`config.mk`:
```
export PLATFORM = sky130hd
export DESIGN_NAME = thp_cmp
export DESIGN_NICKNAME = d
export VERILOG_FILES = /design/src/hdl/thp_pkg.sv /design/src/hdl/thp_cmp.sv
export SDC_FILE = /design/constraint.sdc
export NUM_CORES = 1
export LEC_CHECK = 0
export BUFFER_PORTS_ARGS = -buffer_cell sky130_fd_sc_hd__buf_2
export CAP_MARGIN = 10
export CELL_PAD_IN_SITES_DETAIL_PLACEMENT = 1
export CELL_PAD_IN_SITES_GLOBAL_PLACEMENT = 2
export CORE_MARGIN = 2
export CORE_UTILIZATION = 21
export DETAILED_ROUTE_END_ITERATION = 7
export GPL_ROUTABILITY_DRIVEN = 0
export GPL_TIMING_DRIVEN = 0
export PLACE_DENSITY = 0.91
export SYNTH_ARGS = -nofsm -noshare
export SYNTH_HDL_FRONTEND = slang
export SYNTH_SLANG_ARGS = --single-unit
```
`constraint.sdc`:
```
create_clock -name vclk -period 3.45
set_input_delay 0.1725 -clock vclk [all_inputs]
set_output_delay 0.1725 -clock vclk [all_outputs]
set_load 0.1 [all_outputs]
```
`src/hdl/thp_pkg.sv`:
```
// thp_pkg: shared types and constants for the timer heap scheduler
// no dependencies
`timescale 1ns / 1ps

package thp_pkg;

	localparam int SlotsDef = 16;
	localparam int MaxOut   = 16;
	localparam int TimeW    = 48;
	localparam int OrderW   = 32;

	localparam logic [1:0] OpTick   = 2'd0;
	localparam logic [1:0] OpAdd    = 2'd1;
	localparam logic [1:0] OpStop   = 2'd2;
	localparam logic [1:0] OpUnused = 2'd3;

	localparam logic [1:0] KindAdd    = 2'd0;
	localparam logic [1:0] KindStop   = 2'd1;
	localparam logic [1:0] KindExpiry = 2'd2;

	typedef struct packed {
		logic [1:0]  operation;
		logic        advance;
		logic [31:0] duration;
		logic        looped;
		logic [3:0]  slot;
		logic [31:0] serial;
	} cmd_t;

	typedef struct packed {
		logic [1:0]  kind;
		logic [3:0]  timer_slot;
		logic [31:0] timer_serial;
		logic        ok;
		logic        last;
	} res_t;

endpackage

```
`src/hdl/thp_cmp.sv`:
```
// thp_cmp: shared heap order compare, expiry time first, then order key
// depends on thp_pkg
`timescale 1ns / 1ps

module thp_cmp (
	input  logic [thp_pkg::TimeW-1:0]  exp_a,
	input  logic [thp_pkg::OrderW-1:0] ord_a,
	input  logic [thp_pkg::TimeW-1:0]  exp_b,
	input  logic [thp_pkg::OrderW-1:0] ord_b,
	output logic                       a_first
);

	assign a_first = {exp_a, ord_a} < {exp_b, ord_b};

endmodule

```
# Word-level counts from Yosys, hierarchy flattened
# Index checks and enable logic that the tools add are counted.
[word_totals]
input_bits = 160
ff_bits = 0
elab_cells = 1
[classes]
order_cmp = 1
[op_table]
columns = ["cell", "count"]
rows = [
  ["less-than comparator 80 bit", 1],
]

# Depth between registers and ports, before layout
[depth]
ltp_word = 1
depth_mapped = 8
ltp_nobuf = 8

# Least setup slack after synthesis
# OpenSTA, ideal clock, no wires.
[synth_path]
path_kind = "input to output"
from = "in ord_b[1] (netlist name)"
to = "out a_first"
t_required_ns = 3.277
arrival_ns = 2.179
path_stages = 7
setup_slack_ns = 1.098
n_path_buf = 0
path_cell_list = "inv_1 > ha_1 > a2111oi_4 > o32ai_1 > or4_1 > a41oi_2 > o211a_1"
[synth_between]
elab_chain_cells = 1
[synth_lines]
columns = ["item", "line_no", "text"]
rows = [
  ["from (decl)", "thp_cmp.sv:9", "input logic [thp_pkg::OrderW-1:0] ord_b,"],
  ["less-than comparator 80 bit", "thp_cmp.sv:13", "assign a_first = {exp_a, ord_a} < {exp_b, ord_b};"],
  ["to (decl)", "thp_cmp.sv:10", "output logic a_first"],
]
# No other way between the ends.

# Worst setup path in the final report
# Ends and elaborated chain as after synthesis.

==> qor.txt <==
Largest net degree at the start of global routing: 4
Maximum resistive drop on vdd: 0.0338 mV
Final setup vio count: 0
Detail Route Antenna Nets: 0
Top Metal Used: met4
Die Y-Extent: 102 um
Kind of start point of the critical path: primary input
Hold Path Depth: 7
Congestion Overflow GR: 0
Critical path launch point: ord_b[1]
Initial antenna violation count: 0
1st-pass router iterations: 4
Cell area after technology mapping: 2000 um^2
Number of buffers added on ports: 161
Min cycle time layout: 2.54 ns
Number of cells in the finished layout apart from fillers: 569
Flip-flop and latch count: 0
Via count of the first global-routing pass: 2,677
Final net count: 681
Setup TNS: 0 ns
Count of instances resized after the clock tree is built: 0
Width of the die: 102 um
Portion of total power attributed to combinational logic: 100.0%
Max Freq: 394 MHz
First DRT Iteration DRCs: 6
Switching share of total power: 48.7%
Via total after detailed routing: 2,514
Clock buffer cells: 0
Arrival @ worst endpoint: 2.36 ns
Count of pins over their slew limit: 0
Post-route met1 wirelength: 2620 um
Count of different cell masters after synthesis: 29
Kind of end point of the critical path: primary output
First-pass GRT wire length: 10,700 um
Worst Path Class, Setup: in2out
Number of antenna repair diodes: 0
Met3 WL post-DR: 549 um
Starting density of the core: 21.7%
Register area: 0 um^2
Hold-fix buffers at CTS: 0
Maximum Capacitance Violations: 0
Critical-path maximum fanout: 1
Global-route usage over all layers: 12.4%
PwrDens: 105 nW/um^2
Sum of net half-perimeters after detailed placement: 6650 um
Final number of hold-violating endpoints: 0
Outcome: completed
WHS: 1.16 ns
Layout cell share with drive strength beyond 1: 37.3%
Post-Synthesis Cells: 279
Tightest Hold Check Type: in2out
DR DRC count: 0
Area overhead of the layout relative to synthesis: 48.3%
Internal power: 159 uW
Total core area: 9240 um^2
Setup repair after global routing missed its margin: no
Number of core rows: 35
Number of buffers inserted to repair setup after CTS: 0
Transition time at the pin with the least slew margin: 0.500 ns
Overall die area: 10,300 um^2
WL/cell: 12.0 um
Cell count after placement: 569
Final wirelength: 6810 um
Switching power of the nets: 152 uW
Leakage dissipation: 0.00192 uW
Post-Synthesis Mean Instance Area: 7.18 um^2
Sequential power share: 0%
Synth Net Count: 518
Total of warnings raised by yosys: 0
Sequential fraction of the synthesis area: 0%
Final period utilization: 73.5%
Worst Path Required: 3.28 ns
Number of top-level pins: 161
Hold Path Origin: exp_a[47]
Met2 WL post-DR: 3550 um
Worst slew margin: 66.9%
Vias/cell: 4.42
Clock network power share: 0%
==> critical path, cell delays in order <==
cell	delay [ns]
sky130_fd_sc_hd__buf_2	0.08
sky130_fd_sc_hd__inv_1	0.03
sky130_fd_sc_hd__ha_1	0.31
sky130_fd_sc_hd__a2111oi_4	0.30
sky130_fd_sc_hd__o32ai_1	0.12
sky130_fd_sc_hd__or4_1	0.46
sky130_fd_sc_hd__a41oi_2	0.27
sky130_fd_sc_hd__o211a_1	0.18
sky130_fd_sc_hd__buf_2	0.42
==> per-stage QoR <==
stage               utilization, %  cell area, um^2  power (uW)  worst slack [ns]
floorplan                        -             2000         173              1.10
global placement              32.1             2970         302             0.925
detailed placement            32.1             2970         317             0.904
CTS                           32.1             2970         320             0.897
global route                  32.1             2970         365             0.768
finish                        32.1             2970         311             0.915
==> per-layer routing <==
layer  up-vias  global-route usage (%)
li1       1291                       -
met1      1112                    13.2
met2       103                    26.1
met3         8                    1.31
met4         0                    1.46
met5         -                       0
==> cell usage in the layout, fill, tap and decap left out, types with 2 or more instances in the layout <==
cell type,instances
sky130_fd_sc_hd__nand4_1,12
sky130_fd_sc_hd__or4_1,3
sky130_fd_sc_hd__nor2_1,8
sky130_fd_sc_hd__nor3_1,5
sky130_fd_sc_hd__buf_2,161
sky130_fd_sc_hd__a21o_1,9
sky130_fd_sc_hd__a211oi_1,5
sky130_fd_sc_hd__a21oi_1,27
sky130_fd_sc_hd__a221oi_1,2
sky130_fd_sc_hd__o21ai_0,9
sky130_fd_sc_hd__ha_1,79
sky130_fd_sc_hd__nand3_1,8
sky130_fd_sc_hd__inv_1,80
sky130_fd_sc_hd__nand2_1,16
==> final timing paths <==
kind / slack [ns] / end
min: 1.16 / a_first
max: 0.91 / a_first
==> cell type report <==
cell class / count / area (um^2)
Fill cell: 1217 / 6270
Multi-Input combinational cell: 199 / 1700
Timing Repair Buffer: 161 / 806
Inverter: 80 / 300
Tap cell: 129 / 161
==> power groups by stage <==
stage          Clock, uW  Combinational, uW  Sequential [uW]
2_1_floorplan          0                173                0
3_3_place_gp           0                302                0
3_5_place_dp           0                317                0
4_1_cts                0                320                0
5_1_grt                0                365                0
6_report               0                311                0
==> synthesized netlist by cell type <==
master / n / area [um^2]
sky130_fd_sc_hd__a21boi_0: 1 / 7.51
sky130_fd_sc_hd__o32ai_1: 1 / 8.76
sky130_fd_sc_hd__and4_1: 1 / 8.76
sky130_fd_sc_hd__o21a_1: 1 / 7.51
sky130_fd_sc_hd__nor2_1: 8 / 30.0
sky130_fd_sc_hd__nand3_1: 8 / 40.0
sky130_fd_sc_hd__or4_1: 3 / 22.5
sky130_fd_sc_hd__o31a_1: 1 / 8.76
sky130_fd_sc_hd__a211oi_1: 5 / 37.5
sky130_fd_sc_hd__o31ai_1: 1 / 7.51
sky130_fd_sc_hd__a221oi_1: 2 / 17.5
sky130_fd_sc_hd__and2_0: 1 / 6.26
sky130_fd_sc_hd__inv_1: 80 / 300
sky130_fd_sc_hd__a21oi_1: 27 / 135
sky130_fd_sc_hd__a41oi_2: 1 / 16.3
sky130_fd_sc_hd__nor3_1: 5 / 25.0
sky130_fd_sc_hd__nand2_1: 16 / 60.1
sky130_fd_sc_hd__or3_1: 1 / 6.26
sky130_fd_sc_hd__nand4_1: 12 / 75.1
sky130_fd_sc_hd__nor2b_1: 1 / 6.26
sky130_fd_sc_hd__and3_1: 1 / 6.26
sky130_fd_sc_hd__nand2b_4: 1 / 13.8
sky130_fd_sc_hd__a21o_1: 9 / 67.6
sky130_fd_sc_hd__o211a_1: 1 / 10.0
sky130_fd_sc_hd__a221o_1: 1 / 10.0
sky130_fd_sc_hd__o21ai_0: 9 / 45.0
sky130_fd_sc_hd__ha_1: 79 / 988
sky130_fd_sc_hd__o211ai_1: 1 / 7.51
sky130_fd_sc_hd__a2111oi_4: 1 / 27.5
==> cells by family after synthesis <==
group | count (synthesis) | share of synthesized area, %
AOI/OAI and AO/OA | 62 | 20.7
adders and majority gates | 79 | 49.3
buffers and inverters | 80 | 15.0
and+or+nand+nor | 58 | 15.0
(Power assumes the default switching activity.)
